`src/design/fcsg_pkg.sv`:
```
// Types and constants of the filled circle span generator.
`default_nettype none

package fcsg_pkg;

    // Field widths of the command and span words.
    localparam int CENTER_W = 10;
    localparam int RADIUS_W = 8;
    localparam int COLOR_W  = 8;
    localparam int COORD_W  = 12;

    // Stepping state widths.
    localparam int STEP_W   = 7;
    localparam int INC_W    = 9;
    localparam int ERR_W    = 10;
    localparam int TEST_W   = 12;

    // Guard on the number of steps of one circle.
    localparam int STEP_LIMIT = 64;
    localparam int CNT_W      = $clog2(STEP_LIMIT + 1);

    typedef logic [CENTER_W-1:0]       t_center;
    typedef logic [RADIUS_W-1:0]       t_radius;
    typedef logic [COLOR_W-1:0]        t_color;
    typedef logic signed [COORD_W-1:0] t_coord;

    // Commands from the controller to the datapath.
    typedef struct packed {
        logic load;   // latch a new command and start the walk
        logic step;   // register the current spans and advance one step
    } t_dp_cmd;

    // Status from the datapath to the controller.
    typedef struct packed {
        logic last;   // the current step is the final one of the circle
    } t_dp_sts;

    // One registered span word.
    typedef struct packed {
        t_coord wide_row_above;
        t_coord wide_row_below;
        t_coord wide_left;
        t_coord wide_right;
        t_coord narrow_row_above;
        t_coord narrow_row_below;
        t_coord narrow_left;
        t_coord narrow_right;
        t_color span_color;
        logic   last_step;
    } t_span_word;

endpackage

`default_nettype wire

```
`src/design/fcsg_if.sv`:
```
// Valid/ready channel interfaces for draw commands and span words.
`default_nettype none

// Draw command channel.
interface fcsg_cmd_if;
    logic               valid;
    logic               ready;
    fcsg_pkg::t_center  center_x;
    fcsg_pkg::t_center  center_y;
    fcsg_pkg::t_radius  circle_radius;
    fcsg_pkg::t_color   fill_color;

    modport source (output valid, center_x, center_y, circle_radius, fill_color,
                    input ready);
    modport sink   (input valid, center_x, center_y, circle_radius, fill_color,
                    output ready);
endinterface

// Span word channel.
interface fcsg_span_if;
    logic              valid;
    logic              ready;
    fcsg_pkg::t_coord  wide_row_above;
    fcsg_pkg::t_coord  wide_row_below;
    fcsg_pkg::t_coord  wide_left;
    fcsg_pkg::t_coord  wide_right;
    fcsg_pkg::t_coord  narrow_row_above;
    fcsg_pkg::t_coord  narrow_row_below;
    fcsg_pkg::t_coord  narrow_left;
    fcsg_pkg::t_coord  narrow_right;
    fcsg_pkg::t_color  span_color;
    logic              last_step;

    modport source (output valid, wide_row_above, wide_row_below, wide_left, wide_right,
                    narrow_row_above, narrow_row_below, narrow_left, narrow_right,
                    span_color, last_step,
                    input ready);
    modport sink   (input valid, wide_row_above, wide_row_below, wide_left, wide_right,
                    narrow_row_above, narrow_row_below, narrow_left, narrow_right,
                    span_color, last_step,
                    output ready);
endinterface

`default_nettype wire

```
`src/design/filled_circle_span_generator.sv`:
```
// Top level of the filled circle span generator.
//
// A draw command (center, radius, color) is taken, and the block then walks the midpoint
// circle from the clamped radius r, one step per cycle while the output word register can
// take a word, each step giving one word of four horizontal spans; the final word has
// last_step set. A circle has about r * 0.707 + 1 steps (r = 88 gives 63); the next command
// is accepted the cycle after the final word is registered. The error term advances once
// per step, and steps stall while the output word waits. The output word register lets a
// command be accepted while the final word of the previous circle still waits. Spans are
// not clipped; coordinates are 12-bit two's complement.
`default_nettype none

module filled_circle_span_generator #(
    parameter int MAX_RADIUS = 88
) (
    input  wire          i_clk,
    input  wire          i_rst_n,
    fcsg_cmd_if.sink     i_cmd,
    fcsg_span_if.source  o_span
);

    fcsg_pkg::t_dp_cmd     dp_cmd;
    fcsg_pkg::t_dp_sts     dp_sts;
    fcsg_pkg::t_span_word  span_word;
    logic                  cmd_ready;
    logic                  out_valid;

    // Sequencing.
    fcsg_ctrl u_ctrl (
        .i_clk       (i_clk),
        .i_rst_n     (i_rst_n),
        .i_cmd_valid (i_cmd.valid),
        .i_out_ready (o_span.ready),
        .i_sts       (dp_sts),
        .o_cmd_ready (cmd_ready),
        .o_out_valid (out_valid),
        .o_dp_cmd    (dp_cmd)
    );

    // Stepping arithmetic and output word.
    fcsg_datapath #(
        .MAX_RADIUS (MAX_RADIUS)
    ) u_datapath (
        .i_clk           (i_clk),
        .i_rst_n         (i_rst_n),
        .i_cmd           (dp_cmd),
        .i_center_x      (i_cmd.center_x),
        .i_center_y      (i_cmd.center_y),
        .i_circle_radius (i_cmd.circle_radius),
        .i_fill_color    (i_cmd.fill_color),
        .o_sts           (dp_sts),
        .o_span          (span_word)
    );

    assign i_cmd.ready             = cmd_ready;
    assign o_span.valid            = out_valid;
    assign o_span.wide_row_above   = span_word.wide_row_above;
    assign o_span.wide_row_below   = span_word.wide_row_below;
    assign o_span.wide_left        = span_word.wide_left;
    assign o_span.wide_right       = span_word.wide_right;
    assign o_span.narrow_row_above = span_word.narrow_row_above;
    assign o_span.narrow_row_below = span_word.narrow_row_below;
    assign o_span.narrow_left      = span_word.narrow_left;
    assign o_span.narrow_right     = span_word.narrow_right;
    assign o_span.span_color       = span_word.span_color;
    assign o_span.last_step        = span_word.last_step;

endmodule

`default_nettype wire

```
`src/design/fcsg_datapath.sv`:
```
// Midpoint circle stepping registers, span arithmetic and the output word register.
`default_nettype none

module fcsg_datapath #(
    parameter int MAX_RADIUS = 88
) (
    input  wire                   i_clk,
    input  wire                   i_rst_n,
    input  fcsg_pkg::t_dp_cmd     i_cmd,
    input  fcsg_pkg::t_center     i_center_x,
    input  fcsg_pkg::t_center     i_center_y,
    input  fcsg_pkg::t_radius     i_circle_radius,
    input  fcsg_pkg::t_color      i_fill_color,
    output fcsg_pkg::t_dp_sts     o_sts,
    output fcsg_pkg::t_span_word  o_span
);

    localparam int EXT_C = fcsg_pkg::COORD_W - fcsg_pkg::CENTER_W;
    localparam int EXT_S = fcsg_pkg::COORD_W - fcsg_pkg::STEP_W;
    localparam int EXT_T = fcsg_pkg::TEST_W - fcsg_pkg::ERR_W - 1;

    // Walk state.
    logic [fcsg_pkg::STEP_W-1:0]        r_step_x, n_step_x;
    logic [fcsg_pkg::STEP_W-1:0]        r_step_y, n_step_y;
    logic signed [fcsg_pkg::INC_W-1:0]  r_x_inc, n_x_inc;
    logic signed [fcsg_pkg::INC_W-1:0]  r_y_inc, n_y_inc;
    logic signed [fcsg_pkg::ERR_W-1:0]  r_err, n_err;
    logic [fcsg_pkg::CNT_W-1:0]         r_count, n_count;
    fcsg_pkg::t_center                  r_cx;
    fcsg_pkg::t_center                  r_cy;
    fcsg_pkg::t_color                   r_color;
    fcsg_pkg::t_span_word               r_span, n_span;

    fcsg_pkg::t_radius                  radius_clamped;
    logic signed [fcsg_pkg::ERR_W-1:0]  err_mid;
    logic signed [fcsg_pkg::TEST_W-1:0] err_test;
    fcsg_pkg::t_coord                   cx_ext, cy_ext, x_ext, y_ext;
    logic                               x_wrap;
    logic                               last_next;

    // Radius clamp at the command.
    assign radius_clamped = (i_circle_radius > fcsg_pkg::RADIUS_W'(MAX_RADIUS))
                          ? fcsg_pkg::RADIUS_W'(MAX_RADIUS) : i_circle_radius;

    // One midpoint step: y always advances, x steps in when the midpoint is outside.
    always_comb begin
        err_mid  = r_err + fcsg_pkg::ERR_W'(r_y_inc);
        err_test = $signed({{EXT_T{err_mid[fcsg_pkg::ERR_W-1]}}, err_mid, 1'b0})
                 + fcsg_pkg::TEST_W'(r_x_inc);
        n_step_y = r_step_y + 1'b1;
        n_y_inc  = r_y_inc + fcsg_pkg::INC_W'(2);
        n_count  = r_count + 1'b1;
        if (err_test > 0) begin
            n_step_x = r_step_x - 1'b1;
            n_err    = err_mid + fcsg_pkg::ERR_W'(r_x_inc);
            n_x_inc  = r_x_inc + fcsg_pkg::INC_W'(2);
        end else begin
            n_step_x = r_step_x;
            n_err    = err_mid;
            n_x_inc  = r_x_inc;
        end
        // A radius of zero steps x below zero, which ends the walk at once.
        x_wrap    = (err_test > 0) && (r_step_x == '0);
        last_next = x_wrap
                 || (n_step_x < n_step_y)
                 || (n_count >= fcsg_pkg::CNT_W'(fcsg_pkg::STEP_LIMIT));
    end

    // Span coordinates of the current step.
    always_comb begin
        cx_ext = {{EXT_C{1'b0}}, r_cx};
        cy_ext = {{EXT_C{1'b0}}, r_cy};
        x_ext  = {{EXT_S{1'b0}}, r_step_x};
        y_ext  = {{EXT_S{1'b0}}, r_step_y};
        n_span.wide_row_above   = cy_ext - y_ext;
        n_span.wide_row_below   = cy_ext + y_ext;
        n_span.wide_left        = cx_ext - x_ext;
        n_span.wide_right       = cx_ext + x_ext;
        n_span.narrow_row_above = cy_ext - x_ext;
        n_span.narrow_row_below = cy_ext + x_ext;
        n_span.narrow_left      = cx_ext - y_ext;
        n_span.narrow_right     = cx_ext + y_ext;
        n_span.span_color       = r_color;
        n_span.last_step        = last_next;
    end

    // Load a command or advance the walk; the span word is captured on each step.
    always_ff @(posedge i_clk) begin
        if (!i_rst_n) begin
            r_cx     <= '0;
            r_cy     <= '0;
            r_color  <= '0;
            r_step_x <= '0;
            r_step_y <= '0;
            r_x_inc  <= '0;
            r_y_inc  <= '0;
            r_err    <= '0;
            r_count  <= '0;
            r_span   <= '0;
        end else begin
            if (i_cmd.load) begin
                r_cx     <= i_center_x;
                r_cy     <= i_center_y;
                r_color  <= i_fill_color;
                r_step_x <= fcsg_pkg::STEP_W'(radius_clamped);
                r_step_y <= '0;
                r_x_inc  <= fcsg_pkg::INC_W'(1)
                          - $signed({1'b0, fcsg_pkg::STEP_W'(radius_clamped), 1'b0});
                r_y_inc  <= '0;
                r_err    <= '0;
                r_count  <= '0;
            end else if (i_cmd.step) begin
                r_step_x <= n_step_x;
                r_step_y <= n_step_y;
                r_x_inc  <= n_x_inc;
                r_y_inc  <= n_y_inc;
                r_err    <= n_err;
                r_count  <= n_count;
            end
            if (i_cmd.step) begin
                r_span <= n_span;
            end
        end
    end

    assign o_sts.last = last_next;
    assign o_span     = r_span;

endmodule

`default_nettype wire

```
`src/design/fcsg_ctrl.sv`:
```
// Controller of the span generator: command acceptance, stepping and output word valid.
`default_nettype none

module fcsg_ctrl (
    input  wire                i_clk,
    input  wire                i_rst_n,
    input  wire                i_cmd_valid,
    input  wire                i_out_ready,
    input  fcsg_pkg::t_dp_sts  i_sts,
    output logic               o_cmd_ready,
    output logic               o_out_valid,
    output fcsg_pkg::t_dp_cmd  o_dp_cmd
);

    typedef enum logic {
        ST_IDLE,
        ST_RUN
    } t_state;

    t_state r_state, n_state;
    logic   r_out_valid, n_out_valid;
    logic   step_en;

    // The output register can take a word when it is empty or being emptied.
    assign step_en = (r_state == ST_RUN) && (!r_out_valid || i_out_ready);

    always_comb begin
        n_state     = r_state;
        n_out_valid = r_out_valid && !i_out_ready;
        o_dp_cmd    = '0;
        unique case (r_state)
            ST_IDLE: begin
                if (i_cmd_valid) begin
                    o_dp_cmd.load = 1'b1;
                    n_state       = ST_RUN;
                end
            end
            ST_RUN: begin
                if (step_en) begin
                    o_dp_cmd.step = 1'b1;
                    n_out_valid   = 1'b1;
                    if (i_sts.last) begin
                        n_state = ST_IDLE;
                    end
                end
            end
            default: begin
                n_state = ST_IDLE;
            end
        endcase
    end

    // State and the output word valid flag.
    always_ff @(posedge i_clk) begin
        if (!i_rst_n) begin
            r_state     <= ST_IDLE;
            r_out_valid <= 1'b0;
        end else begin
            r_state     <= n_state;
            r_out_valid <= n_out_valid;
        end
    end

    assign o_cmd_ready = (r_state == ST_IDLE);
    assign o_out_valid = r_out_valid;

endmodule

`default_nettype wire

```
`src/flat_wrapper.sv`:
```
// flat-port wrapper written by rule: the top's interface ports become plain ports
module filled_circle_span_generator_flat 
#(
    parameter int MAX_RADIUS = 88
)
  (i_clk, i_rst_n, i_cmd_valid, i_cmd_center_x, i_cmd_center_y, i_cmd_circle_radius, i_cmd_fill_color, i_cmd_ready, o_span_valid, o_span_wide_row_above, o_span_wide_row_below, o_span_wide_left, o_span_wide_right, o_span_narrow_row_above, o_span_narrow_row_below, o_span_narrow_left, o_span_narrow_right, o_span_span_color, o_span_last_step, o_span_ready);
  fcsg_cmd_if i_cmd_i ();
  fcsg_span_if o_span_i ();
  input  wire i_clk;
  input  wire i_rst_n;
  input wire logic [$bits(i_cmd_i.valid)-1:0] i_cmd_valid;
  input wire logic [$bits(i_cmd_i.center_x)-1:0] i_cmd_center_x;
  input wire logic [$bits(i_cmd_i.center_y)-1:0] i_cmd_center_y;
  input wire logic [$bits(i_cmd_i.circle_radius)-1:0] i_cmd_circle_radius;
  input wire logic [$bits(i_cmd_i.fill_color)-1:0] i_cmd_fill_color;
  output wire logic [$bits(i_cmd_i.ready)-1:0] i_cmd_ready;
  output wire logic [$bits(o_span_i.valid)-1:0] o_span_valid;
  output wire logic [$bits(o_span_i.wide_row_above)-1:0] o_span_wide_row_above;
  output wire logic [$bits(o_span_i.wide_row_below)-1:0] o_span_wide_row_below;
  output wire logic [$bits(o_span_i.wide_left)-1:0] o_span_wide_left;
  output wire logic [$bits(o_span_i.wide_right)-1:0] o_span_wide_right;
  output wire logic [$bits(o_span_i.narrow_row_above)-1:0] o_span_narrow_row_above;
  output wire logic [$bits(o_span_i.narrow_row_below)-1:0] o_span_narrow_row_below;
  output wire logic [$bits(o_span_i.narrow_left)-1:0] o_span_narrow_left;
  output wire logic [$bits(o_span_i.narrow_right)-1:0] o_span_narrow_right;
  output wire logic [$bits(o_span_i.span_color)-1:0] o_span_span_color;
  output wire logic [$bits(o_span_i.last_step)-1:0] o_span_last_step;
  input wire logic [$bits(o_span_i.ready)-1:0] o_span_ready;
  assign i_cmd_i.valid = i_cmd_valid;
  assign i_cmd_i.center_x = i_cmd_center_x;
  assign i_cmd_i.center_y = i_cmd_center_y;
  assign i_cmd_i.circle_radius = i_cmd_circle_radius;
  assign i_cmd_i.fill_color = i_cmd_fill_color;
  assign i_cmd_ready = i_cmd_i.ready;
  assign o_span_valid = o_span_i.valid;
  assign o_span_wide_row_above = o_span_i.wide_row_above;
  assign o_span_wide_row_below = o_span_i.wide_row_below;
  assign o_span_wide_left = o_span_i.wide_left;
  assign o_span_wide_right = o_span_i.wide_right;
  assign o_span_narrow_row_above = o_span_i.narrow_row_above;
  assign o_span_narrow_row_below = o_span_i.narrow_row_below;
  assign o_span_narrow_left = o_span_i.narrow_left;
  assign o_span_narrow_right = o_span_i.narrow_right;
  assign o_span_span_color = o_span_i.span_color;
  assign o_span_last_step = o_span_i.last_step;
  assign o_span_i.ready = o_span_ready;
  filled_circle_span_generator #(.MAX_RADIUS(MAX_RADIUS)) u_core (.i_clk(i_clk), .i_rst_n(i_rst_n), .i_cmd(i_cmd_i), .o_span(o_span_i));
endmodule
```
`config.mk`:
```
export PLATFORM = sky130hd
export DESIGN_NAME = filled_circle_span_generator_flat
export DESIGN_NICKNAME = d
export VERILOG_FILES = /design/src/design/fcsg_pkg.sv /design/src/design/fcsg_if.sv /design/src/design/filled_circle_span_generator.sv /design/src/design/fcsg_datapath.sv /design/src/design/fcsg_ctrl.sv /design/src/flat_wrapper.sv
export SDC_FILE = /design/constraint.sdc
export NUM_CORES = 1
export LEC_CHECK = 0
export CORE_ASPECT_RATIO = 0.9
export CORE_MARGIN = 3
export CORE_UTILIZATION = 65
export CTS_CLUSTER_SIZE = 30
export DETAILED_ROUTE_END_ITERATION = 12
export DONT_BUFFER_PORTS = 1
export PLACE_DENSITY = 0.81
export SLEW_MARGIN = 0
export SYNTH_ARGS = -nofsm -noshare
export SYNTH_HDL_FRONTEND = slang
export SYNTH_SLANG_ARGS = --single-unit
```
`constraint.sdc`:
```
create_clock -name i_clk -period 9.75 [get_ports i_clk]
set_input_delay 0.975 -clock i_clk [delete_from_list [all_inputs] [get_ports i_clk]]
set_output_delay 0.975 -clock i_clk [all_outputs]
set_load 0.05 [all_outputs]
```
Word level (Yosys, flattened, before mapping)
Index checks and enable logic that the tools add are counted.
- flip-flop bits (word level): 184
- output and inout port bits: 107
- add/sub/neg operators: 17
- order comparisons: 4
- mux-type cells: 17
- bitwise operators: 2
- reduce and logical (&&, ||, !) cells: 13
- operator list (kind ; count):
    10-bit by 7-bit adder with 11-bit output ; 4
    10-bit by 7-bit subtractor with 11-bit output ; 4
    7-bit two-way mux ; 4
    9-bit two-way mux ; 3
    10-bit by 9-bit adder with 10-bit output ; 2
    9-bit by 3-bit adder with 9-bit output, second input constant ; 2
    7-bit by 1-bit adder with 7-bit output, second input constant ; 2
    11-bit by 9-bit adder with 12-bit output ; 1
    12-bit by 1-bit greater-than comparator with 1-bit output, second input constant ; 1
    10-bit two-way mux ; 1
    1-bit by 8-bit subtractor with 9-bit output, first input constant ; 1
    8-bit by 7-bit greater-than comparator with 1-bit output, second input constant ; 1
    1-bit two-way mux ; 8
    7-bit greater-or-equal comparator, second input constant ; 1
    7-bit logical NOT ; 1
    7-bit < comparator ; 1
    7-bit by 1-bit subtractor with 7-bit output, second input constant ; 1
    2-bit nonzero test ; 2
    1-bit logical AND ; 3
    1-bit logical OR ; 3
    1-bit logical NOT ; 2
    1-bit NOT ; 2
    1-bit one-hot mux with 2 select lines ; 1
    2-bit AND reduction ; 1
    2-bit OR reduction ; 1

Depth between registers and ports, before layout
Gate-level depths: netlist (run 1).
- depth after elaboration: 10
- gate-level depth with buffers: 26
- gate-level depth less buffers: 25

Hierarchy
A second synthesis (run 1) with hierarchy kept.
- cell total of the unflattened synthesis: 1218
- area total of the unflattened synthesis: 10347.4 µm²
- by module, submodules not included (module ; times used ; cells an instance ; area each (µm²) ; seq. area each (µm²)):
    fcsg_datapath ; 1 ; 1209 ; 10252.3 ; 3383.2
    fcsg_ctrl ; 1 ; 9 ; 95.1 ; 40.0

Worst setup path before layout (run 1)
Ideal clock, no wire load.
- kind: register -> register
- start point: reg u_core.u_datapath.r_y_inc[1] in the netlist's numbering
- end point: reg u_core.u_datapath.r_span (netlist bit u_core.u_datapath.o_span[0])
- setup time: 0.059 ns
- data arrival time: 5.002 ns
- required time: 9.691 ns
- path slack: 4.689 ns
- cell stages (with the launch flop): 26
- path buffers: 0
- period minus slack after synthesis: 5.061 ns
- cell sequence: dfxtp_1 ha_1 fa_1 a21o_1 a21oi_1 o21ai_0 o41ai_1 xnor2_1 ha_1 inv_1 a221oi_1 nand4_1 nor4_2 and3_4 a21oi_4 and3_1 xnor2_1 ha_1 a21o_1 a21o_1 a21oi_1 nand2_1 nor3_1 a21oi_1 nand3_1 o221a_2
- cells in the longest elaborated chain, start to end: 7
- elaborated cells on any way between the ends: 8
- ends and longest elaborated chain (element ; RTL line ; text):
    from (decl) ; fcsg_datapath.sv:26 ; logic signed [fcsg_pkg::INC_W-1:0] r_y_inc, n_y_inc;
    from (signal assigned) ; fcsg_datapath.sv:116 ; r_y_inc <= n_y_inc;
    10-bit by 9-bit adder with 10-bit output * ; fcsg_datapath.sv:47 ; err_mid = r_err + fcsg_pkg::ERR_W'(r_y_inc);
    11-bit by 9-bit adder with 12-bit output * ; fcsg_datapath.sv:49 ; + fcsg_pkg::TEST_W'(r_x_inc);
    12-bit by 1-bit greater-than comparator with 1-bit output * ; fcsg_datapath.sv:53, fcsg_datapath.sv:63 ;
    7-bit two-way mux ; fcsg_datapath.sv:53 ; if (err_test > 0) begin
    7-bit < comparator ; fcsg_datapath.sv:65 ; || (n_step_x < n_step_y)
    1-bit logical OR * ; fcsg_datapath.sv:65 ;
    1-bit logical OR * ; fcsg_datapath.sv:66 ; || (n_count >= fcsg_pkg::CNT_W'(fcsg_pkg::STEP_LIMIT));
    to (signal assigned) ; fcsg_datapath.sv:121 ; r_span <= n_span;
    to (decl) ; fcsg_datapath.sv:32 ; fcsg_pkg::t_span_word r_span, n_span;
Mark *: on every way between the ends. The rest lies on a longest branch, timed or not.
A chain may end at the register's enable or synchronous reset.

Worst setup path in the final report (run 1)
- start point: reg u_core.u_datapath.r_y_inc[1] in the netlist's numbering
- end point: reg u_core.u_ctrl.r_state
- cells in the longest elaborated chain, start to end: 10
- elaborated cells on any way between the ends: 11
- ends and longest elaborated chain (element ; RTL line ; text):
    10-bit by 9-bit adder with 10-bit output * ; fcsg_datapath.sv:47 ;
    11-bit by 9-bit adder with 12-bit output * ; fcsg_datapath.sv:49 ;
    12-bit by 1-bit greater-than comparator with 1-bit output * ; fcsg_datapath.sv:53, fcsg_datapath.sv:63 ;
    7-bit two-way mux ; fcsg_datapath.sv:53 ;
    7-bit < comparator ; fcsg_datapath.sv:65 ;
    1-bit logical OR * ; fcsg_datapath.sv:65 ;
    1-bit logical OR * ; fcsg_datapath.sv:66 ;
    1-bit two-way mux * ; fcsg_ctrl.sv:42 ; if (i_sts.last) begin
    1-bit two-way mux * ; fcsg_ctrl.sv:39 ; if (step_en) begin
    1-bit one-hot mux with 2 select lines * ; fcsg_ctrl.sv:31 ; unique case (r_state)
    to (signal assigned) ; fcsg_ctrl.sv:59 ; r_state <= n_state;
    to (decl) ; fcsg_ctrl.sv:20 ; t_state r_state, n_state;
Marked as above.

==> results of run 1 <==
[Yosys cell counts, types with 6 or more instances]
| library cell | instances | area share, % |
|---|---|---|
| and3_1 | 15 | 0.91 |
| a211oi_1 | 50 | 3.6 |
| xnor2_1 | 72 | 6.1 |
| dfxtp_1 | 171 | 33 |
| nor2b_1 | 22 | 1.3 |
| inv_1 | 52 | 1.9 |
| a21boi_0 | 6 | 0.43 |
| buf_1 | 11 | 0.40 |
| nand3_1 | 26 | 1.3 |
| nand2b_1 | 9 | 0.54 |
| o21ai_0 | 66 | 3.2 |
| buf_4 | 14 | 1.0 |
| nand3b_1 | 8 | 0.58 |
| ha_1 | 94 | 11 |
| a21oi_1 | 136 | 6.6 |
| nand4_1 | 12 | 0.72 |
| nand2_1 | 160 | 5.8 |
| nor3_1 | 37 | 1.8 |
| o21bai_1 | 18 | 1.3 |
| mux2i_1 | 12 | 1.2 |
| nor2_1 | 98 | 3.6 |
| clkbuf_1 | 48 | 1.7 |
| fa_1 | 11 | 2.1 |
| xor2_1 | 32 | 2.7 |
| a21o_1 | 11 | 0.80 |
| or3_1 | 11 | 0.66 |
[path summary, 6_finish.rpt]
| path | slack (ns) | depth (start not counted) | to |
|---|---|---|---|
| min | 0.45 | 2 | u_core.u_datapath.o_span[2]$_SDFFE_PN0P_ |
| max reg2reg | 3.93 | 23 | u_core.u_ctrl.r_state$_SDFF_PN0_ |
| min reg2reg | 0.45 | 2 | u_core.u_datapath.o_span[2]$_SDFFE_PN0P_ |
| max | 3.93 | 23 | u_core.u_ctrl.r_state$_SDFF_PN0_ |
[registers in the layout, indices dropped and copies added (netlist names), 8 cells and up]
signal	count
u_core.u_datapath.o_span	93
u_core.u_datapath.r_x_inc	9
u_core.u_datapath.r_err	10
u_core.u_datapath.r_y_inc	8
u_core.u_datapath.r_cx	10
u_core.u_datapath.r_color	8
u_core.u_datapath.r_cy	10
[logic make-up after synthesis]
family | count (synthesis) | share of synthesized area (%)
AOI/OAI and AO/OA | 332 | 19.72
DFF | 171 | 33.05
other | 1 | 0.03620
and+or+nand+nor | 414 | 18.36
buffers and inverters | 126 | 5.146
xor gates and xnor gates | 104 | 8.793
muxes | 14 | 1.413
adders and majority gates | 105 | 13.48
[routing by layer]
metal | part of all wire, % | wire length (µm) | vias to the layer above
li1 | - | - | 4284
met1 | 45 | 11590 | 4063
met2 | 43 | 10990 | 329
met3 | 10 | 2683 | 45
met4 | 2.0 | 517 | 0
met5 | 0 | 0 | -
[worst reg2reg max path: stages (launching register included)]
cell and delay [ns]:
dfxtp_1 0.35, ha_1 0.24, fa_1 0.40, a21o_1 0.20, a21oi_1 0.24, xnor2_1 0.24
ha_1 0.37, and3_1 0.22, a221oi_1 0.46, o21ai_0 0.21, xnor2_1 0.17, and3_4 0.21
a21oi_4 0.51, and3_1 0.28, xnor2_1 0.13, ha_1 0.26, a21o_1 0.16, a21o_1 0.17
a21oi_1 0.18, nand2_1 0.12, nor3_1 0.22, a21oi_1 0.10, nand3_1 0.15, a211oi_1 0.08
[power breakdown]
part,leakage [nW],internal [W],switching (W),total (W)
Sequential,1.40,0.000861,0.000593,0.00145
Combinational,2.79,0.000542,0.000844,0.00139
Clock,0.331,0.000466,0.000312,0.000777
Total,4.52,0.00187,0.00175,0.00362
[area by class of cell]
cell class                      count  area (µm²)
Inverter                           52       196.4
Timing Repair Buffer                6       45.04
Fill cell                        1197        4477
Multi-Input combinational cell    973        6426
Tap cell                          202       252.7
Sequential cell                   171        3423
Clock inverter                     15       249.0
Clock buffer                       17       425.4
[per-stage QoR]
step	utilization, %	std cells
2_1_floorplan	-	1270
6_report	71.11	1436
5_1_grt	71.11	1436
4_1_cts	71.11	1436
3_3_place_gp	66.76	1404
3_5_place_dp	66.76	1404
==> impl_metrics.py, run 1 <==
metrics = {
    "final_layout": {
        "drive_gt1_share_pct": 4.295,
        "fin_area_mm2": 0.01102,
        "insertedDiodeCount": 0,
        "area_delta_synth_final_pct": 6.366,
        "layout_common_cells": "171 x dfxtp_1, 159 x nand2_1, 136 x a21oi_1",
        "final_common_cell": "dfxtp_1",
        "nets": 1366,
    },
    "critical_path": {
        "cp_max_fo": 18,
        "r2r_start": "u_core.u_datapath.r_y_inc[1]$_SDFFE_PP0P_",
        "cp-start-kind": "flop",
        "arrival_ns": 6.08,
        "slowest_delay_ns": 0.50,
        "worst-setup-path-type": "reg -> reg",
        "cp_top_family": "compound AO/OA/AOI/OAI gates",
        "path_cells": "ha_1 -> fa_1 -> a21o_1 -> a21oi_1 -> xnor2_1 -> ha_1 -> and3_1 -> a221oi_1 -> o21ai_0 -> xnor2_1 -> and3_4 -> a21oi_4 -> and3_1 -> xnor2_1 -> ha_1 -> a21o_1 -> a21o_1 -> a21oi_1 -> nand2_1 -> nor3_1 -> a21oi_1 -> nand3_1 -> a211oi_1",
        "crit_slowest_cell": "a21oi_4",
        "crit_start": "u_core.u_datapath.r_y_inc[1]$_SDFFE_PP0P_",
        "path_buf_inv": 0,
        "required_ns": 10.01,
        "end_kind": "flop",
    },
    "power": {
        "ir_drop_mv": 0.2434,
        "power_w": 0.003619,
        "powerDensity_mw_per_mm2": 328.4,
        "leakage_nw": 4.516,
    },
    "clocking": {
        "cts_buffers": 17,
        "root_buffer": "clkbuf_16",
        "clock_path_buffers": 2,
        "clk_latency_ns": 0.44,
        "htree_levels": 4,
        "hold_buffers": 0,
        "postCtsSetupBuffers": 0,
        "cts.sinks": 171,
        "cts_resized": 0,
        "path_clk_slew_ns": 0.07,
        "cts_tree": "yes",
    },
    "sta": {
        "period_needed_ns": 5.821,
        "final_max_slew_viol_count": 0,
        "clock_skew_ns": 0.01046,
        "fin_hold_ws_ns": 0.4541,
        "grt_setup_unrepaired": "false",
        "fmax_ghz": 0.1718,
        "final.period_utilization_pct": 59.70,
        "slew_headroom_pct": 24.71,
        "layout_setup_ws_ns": 3.930,
        "hold_viol": 0,
        "setup_viol": 0,
        "worst_pin_slew_ns": 1.129,
        "fin_setup_tns_ns": 0,
    },
    "job": {
        "max_cap_violations": 0,
    },
    "floorplan": {
        "fp.dieW_um": 139.1,
        "ios": 147,
        "die_area_mm2": 0.01749,
        "core_mm2": 0.01549,
        "rows": 43,
        "start_util_pct": 66.85,
        "fp.dieH_um": 125.8,
    },
    "yosys": {
        "synth-seq-area-share_pct": 33.05,
        "avgSynthCellArea_um2": 8.176,
        "synth_edf_count": 0,
        "async_flop_share_pct": 0,
        "ys.flop_type": "dfxtp_1",
        "ys_ff_latch": 171,
        "syn_area_mm2": 0.01036,
        "synthCells": 1267,
        "synthDistinctLibCells": 64,
        "yosys_warnings": 0,
    },
    "detailed_routing": {
        "via_per_inst": 6.073,
        "ant_nets": 0,
        "wl_um": 25780,
        "drt_iter0_drc": 747,
        "wl_per_cell_um": 17.95,
        "drc": 0,
        "vias": 8721,
        "dr.pass1.iters": 5,
    },
    "global_route": {
        "gr-total-overflow": 0,
        "grt.total_usage_pct": 29.25,
        "grt_pass1_vias": 8090,
        "antenna_found_initial": 0,
        "grt_util_met3_pct": 9.529,
        "grt_use_met1_pct": 40.73,
        "grt_pass1_wl_um": 41970,
        "grt_max_degree": 117,
        "gr-usage-met2_pct": 43.76,
        "busiest_layer": "met2",
    },
    "outcome": {
        "status": "complete, no violations",
    },
    "placement": {
        "hpwlAfterDp_um": 18360,
        "io_buffers": 0,
        "gp_congestion": 0.9209,
        "placed_cell_area_mm2": 0.01034,
        "pre_cts_slack_ns": 4.039,
    },
    "hold_path": {
        "hold_start": "u_core.u_datapath.r_color[1]$_SDFFE_PN0P_",
        "hold_path_class": "reg -> reg",
    },
}
Note: power is estimated with default switching activity, not from simulation.
==> run 2: changes to the inputs <==
Settings changed: ABC_AREA set to 1.
Clock period 9.75 ns to 5.53 ns, I/O delays scaled along.
==> impl_metrics.py, run 2 <==
metrics = {
    "sta": {
        "fin_hold_ws_ns": 0.2542,
        "hold_viol": 0,
        "period_needed_ns": 4.764,
        "final.period_utilization_pct": 86.15,
        "slew_headroom_pct": 29.40,
        "setup_viol": 0,
        "worst_pin_slew_ns": 1.059,
        "grt_setup_unrepaired": "false",
        "clock_skew_ns": 0.01147,
        "final_max_slew_viol_count": 0,
        "fmax_ghz": 0.2099,
        "fin_setup_tns_ns": 0,
    },
    "power": {
        "ir_drop_mv": 0.3789,
        "leakage_nw": 5.409,
        "powerDensity_mw_per_mm2": 668.6,
    },
    "global_route": {
        "grt_max_degree": 109,
        "gr-usage-met2_pct": 47.94,
        "grt_util_met3_pct": 8.084,
        "antenna_found_initial": 0,
        "grt_use_met1_pct": 41.56,
        "grt_pass1_wl_um": 44540,
        "grt.total_usage_pct": 30.63,
        "grt_pass1_vias": 8749,
        "busiest_layer": "met2",
        "gr-total-overflow": 0,
    },
    "floorplan": {
        "core_mm2": 0.01571,
        "start_util_pct": 67.52,
        "ios": 147,
        "die_area_mm2": 0.01789,
        "fp.dieW_um": 140.7,
        "fp.dieH_um": 127.2,
        "rows": 43,
    },
    "final_layout": {
        "final_common_cell": "nor2_1",
        "area_delta_synth_final_pct": 5.143,
        "layout_common_cells": "227 x nor2_1, 188 x nand2_1, 181 x inv_1",
        "drive_gt1_share_pct": 4.242,
        "largest_reg_flops": 93,
        "insertedDiodeCount": 0,
        "nets": 1570,
    },
    "yosys": {
        "synth_area_leaders": "dfxtp_1 32%, ha_1 11%, nor2_1 8.0%",
        "yosys_warnings": 0,
        "netlist.top_cell.by_area": "dfxtp_1",
        "synth_commonest_cells": "227 x nor2_1, 189 x nand2_1, 181 x inv_1, 171 x dfxtp_1, 137 x o21ai_0",
        "synthCells": 1471,
        "synthDistinctLibCells": 45,
        "synth_most_common_cell": "nor2_1",
        "avgSynthCellArea_um2": 7.211,
        "synth_edf_count": 0,
        "syn_area_mm2": 0.01061,
        "netlist.area_leader.share_pct": 32.27,
        "async_flop_share_pct": 0,
        "synth-seq-area-share_pct": 32.27,
        "ys_ff_latch": 171,
        "ys.flop_type": "dfxtp_1",
    },
    "outcome": {
        "status": "complete, no violations",
    },
    "critical_path": {
        "cp-start-kind": "flop",
        "required_ns": 5.89,
        "worst-setup-path-type": "reg -> reg",
        "arrival_ns": 5.12,
        "slowest_delay_ns": 0.41,
        "end_kind": "flop",
        "crit_slowest_cell": "fa_1",
        "cp_max_fo": 20,
    },
    "clocking": {
        "path_clk_slew_ns": 0.07,
        "cts.sinks": 171,
        "clock_path_buffers": 2,
        "cts_tree": "yes",
        "hold_buffers": 0,
        "htree_levels": 4,
        "root_buffer": "clkbuf_16",
        "postCtsSetupBuffers": 0,
        "cts_buffers": 17,
        "cts_resized": 0,
        "clk_latency_ns": 0.44,
    },
    "placement": {
        "gp_congestion": 0.9425,
        "hpwlAfterDp_um": 19730,
        "io_buffers": 0,
    },
    "detailed_routing": {
        "wl_um": 27480,
        "wl_per_cell_um": 16.76,
        "via_per_inst": 5.724,
        "vias": 9387,
        "ant_nets": 0,
        "dr.pass1.iters": 5,
        "drc": 0,
        "drt_iter0_drc": 784,
    },
    "hold_path": {
        "hold_path_class": "in -> reg",
    },
    "job": {
        "max_cap_violations": 0,
    },
}
-- run 2: per-stage QoR --
step                      utilization, %  setup slack [ns]  power, W  cells  area, µm²
final                              70.99            0.7659  0.007457   1640      11150
after global routing               70.99            0.2543  0.007997   1640      11150
after CTS                          70.99            0.7853  0.007429   1640      11150
after detailed placement           67.35            0.8506  0.006208   1608      10580
after global placement             67.35            0.9834  0.006129   1608      10580
after floorplan                        -             1.434  0.005474   1474      10620
-- run 2: cell families (layout without fill, tap and decap cells) --
group | after synthesis | in the layout | synth area share [%]
flops | 171 | 171 | 32.27
other cells | 1 | 4 | 0.03535
buf+inv | 263 | 227 | 9.908
simple gates | 506 | 506 | 19.69
fa+ha+maj | 105 | 105 | 13.16
compound gates | 350 | 350 | 18.67
xor+xnor | 75 | 75 | 6.263
-- run 2: layout make-up --
cell class	instances	area, µm²
clock buffers	19	442.9
clock inverters	13	130.1
fillers	1317	4557
inverters	189	711.9
multi-input cells	1040	6147
flip-flops and latches	171	3423
well taps	202	252.7
repair buffers	6	45.04
-- run 2: final timing paths --
| check | startpoint | to | slack (ns) | cells past startpoint |
|---|---|---|---|---|
| max | u_core.u_datapath.r_y_inc[1]$_SDFFE_PP0P_ | u_core.u_datapath.o_span[0]$_SDFFE_PN0P_ | 0.77 | 29 |
| min | i_rst_n | u_core.u_datapath.r_cy[8]$_SDFFE_PN0P_ | 0.25 | 2 |
| max reg2reg | u_core.u_datapath.r_y_inc[1]$_SDFFE_PP0P_ | u_core.u_datapath.o_span[0]$_SDFFE_PN0P_ | 0.77 | 29 |
| min reg2reg | u_core.u_datapath.r_color[5]$_SDFFE_PN0P_ | u_core.u_datapath.r_color[5]$_SDFFE_PN0P_ | 0.48 | 2 |
-- run 2: report_power, final --
part,internal [W],switching (W)
Sequential,0.00163,0.00138
Clock,0.000642,0.000535
Combinational,0.00114,0.00214
Total,0.00340,0.00405
-- run 2: critical path: cells and delay by family (launching register included) --
family | cells | cell delay, ns
XOR/XNOR | 2 | 0.35
AO/OA/AOI/OAI | 7 | 0.98
buffers and inverters | 2 | 0.13
flip-flops | 1 | 0.36
AND/OR/NAND/NOR | 14 | 1.56
adder cells (fa/ha/maj) | 4 | 1.31
-- run 2: metal layers --
layer  vias up  share of wire (%)
met4         0                2.4
met5         -                  0
li1       4716                  -
met2       347                 44
met1      4272                 44
met3        52                9.1
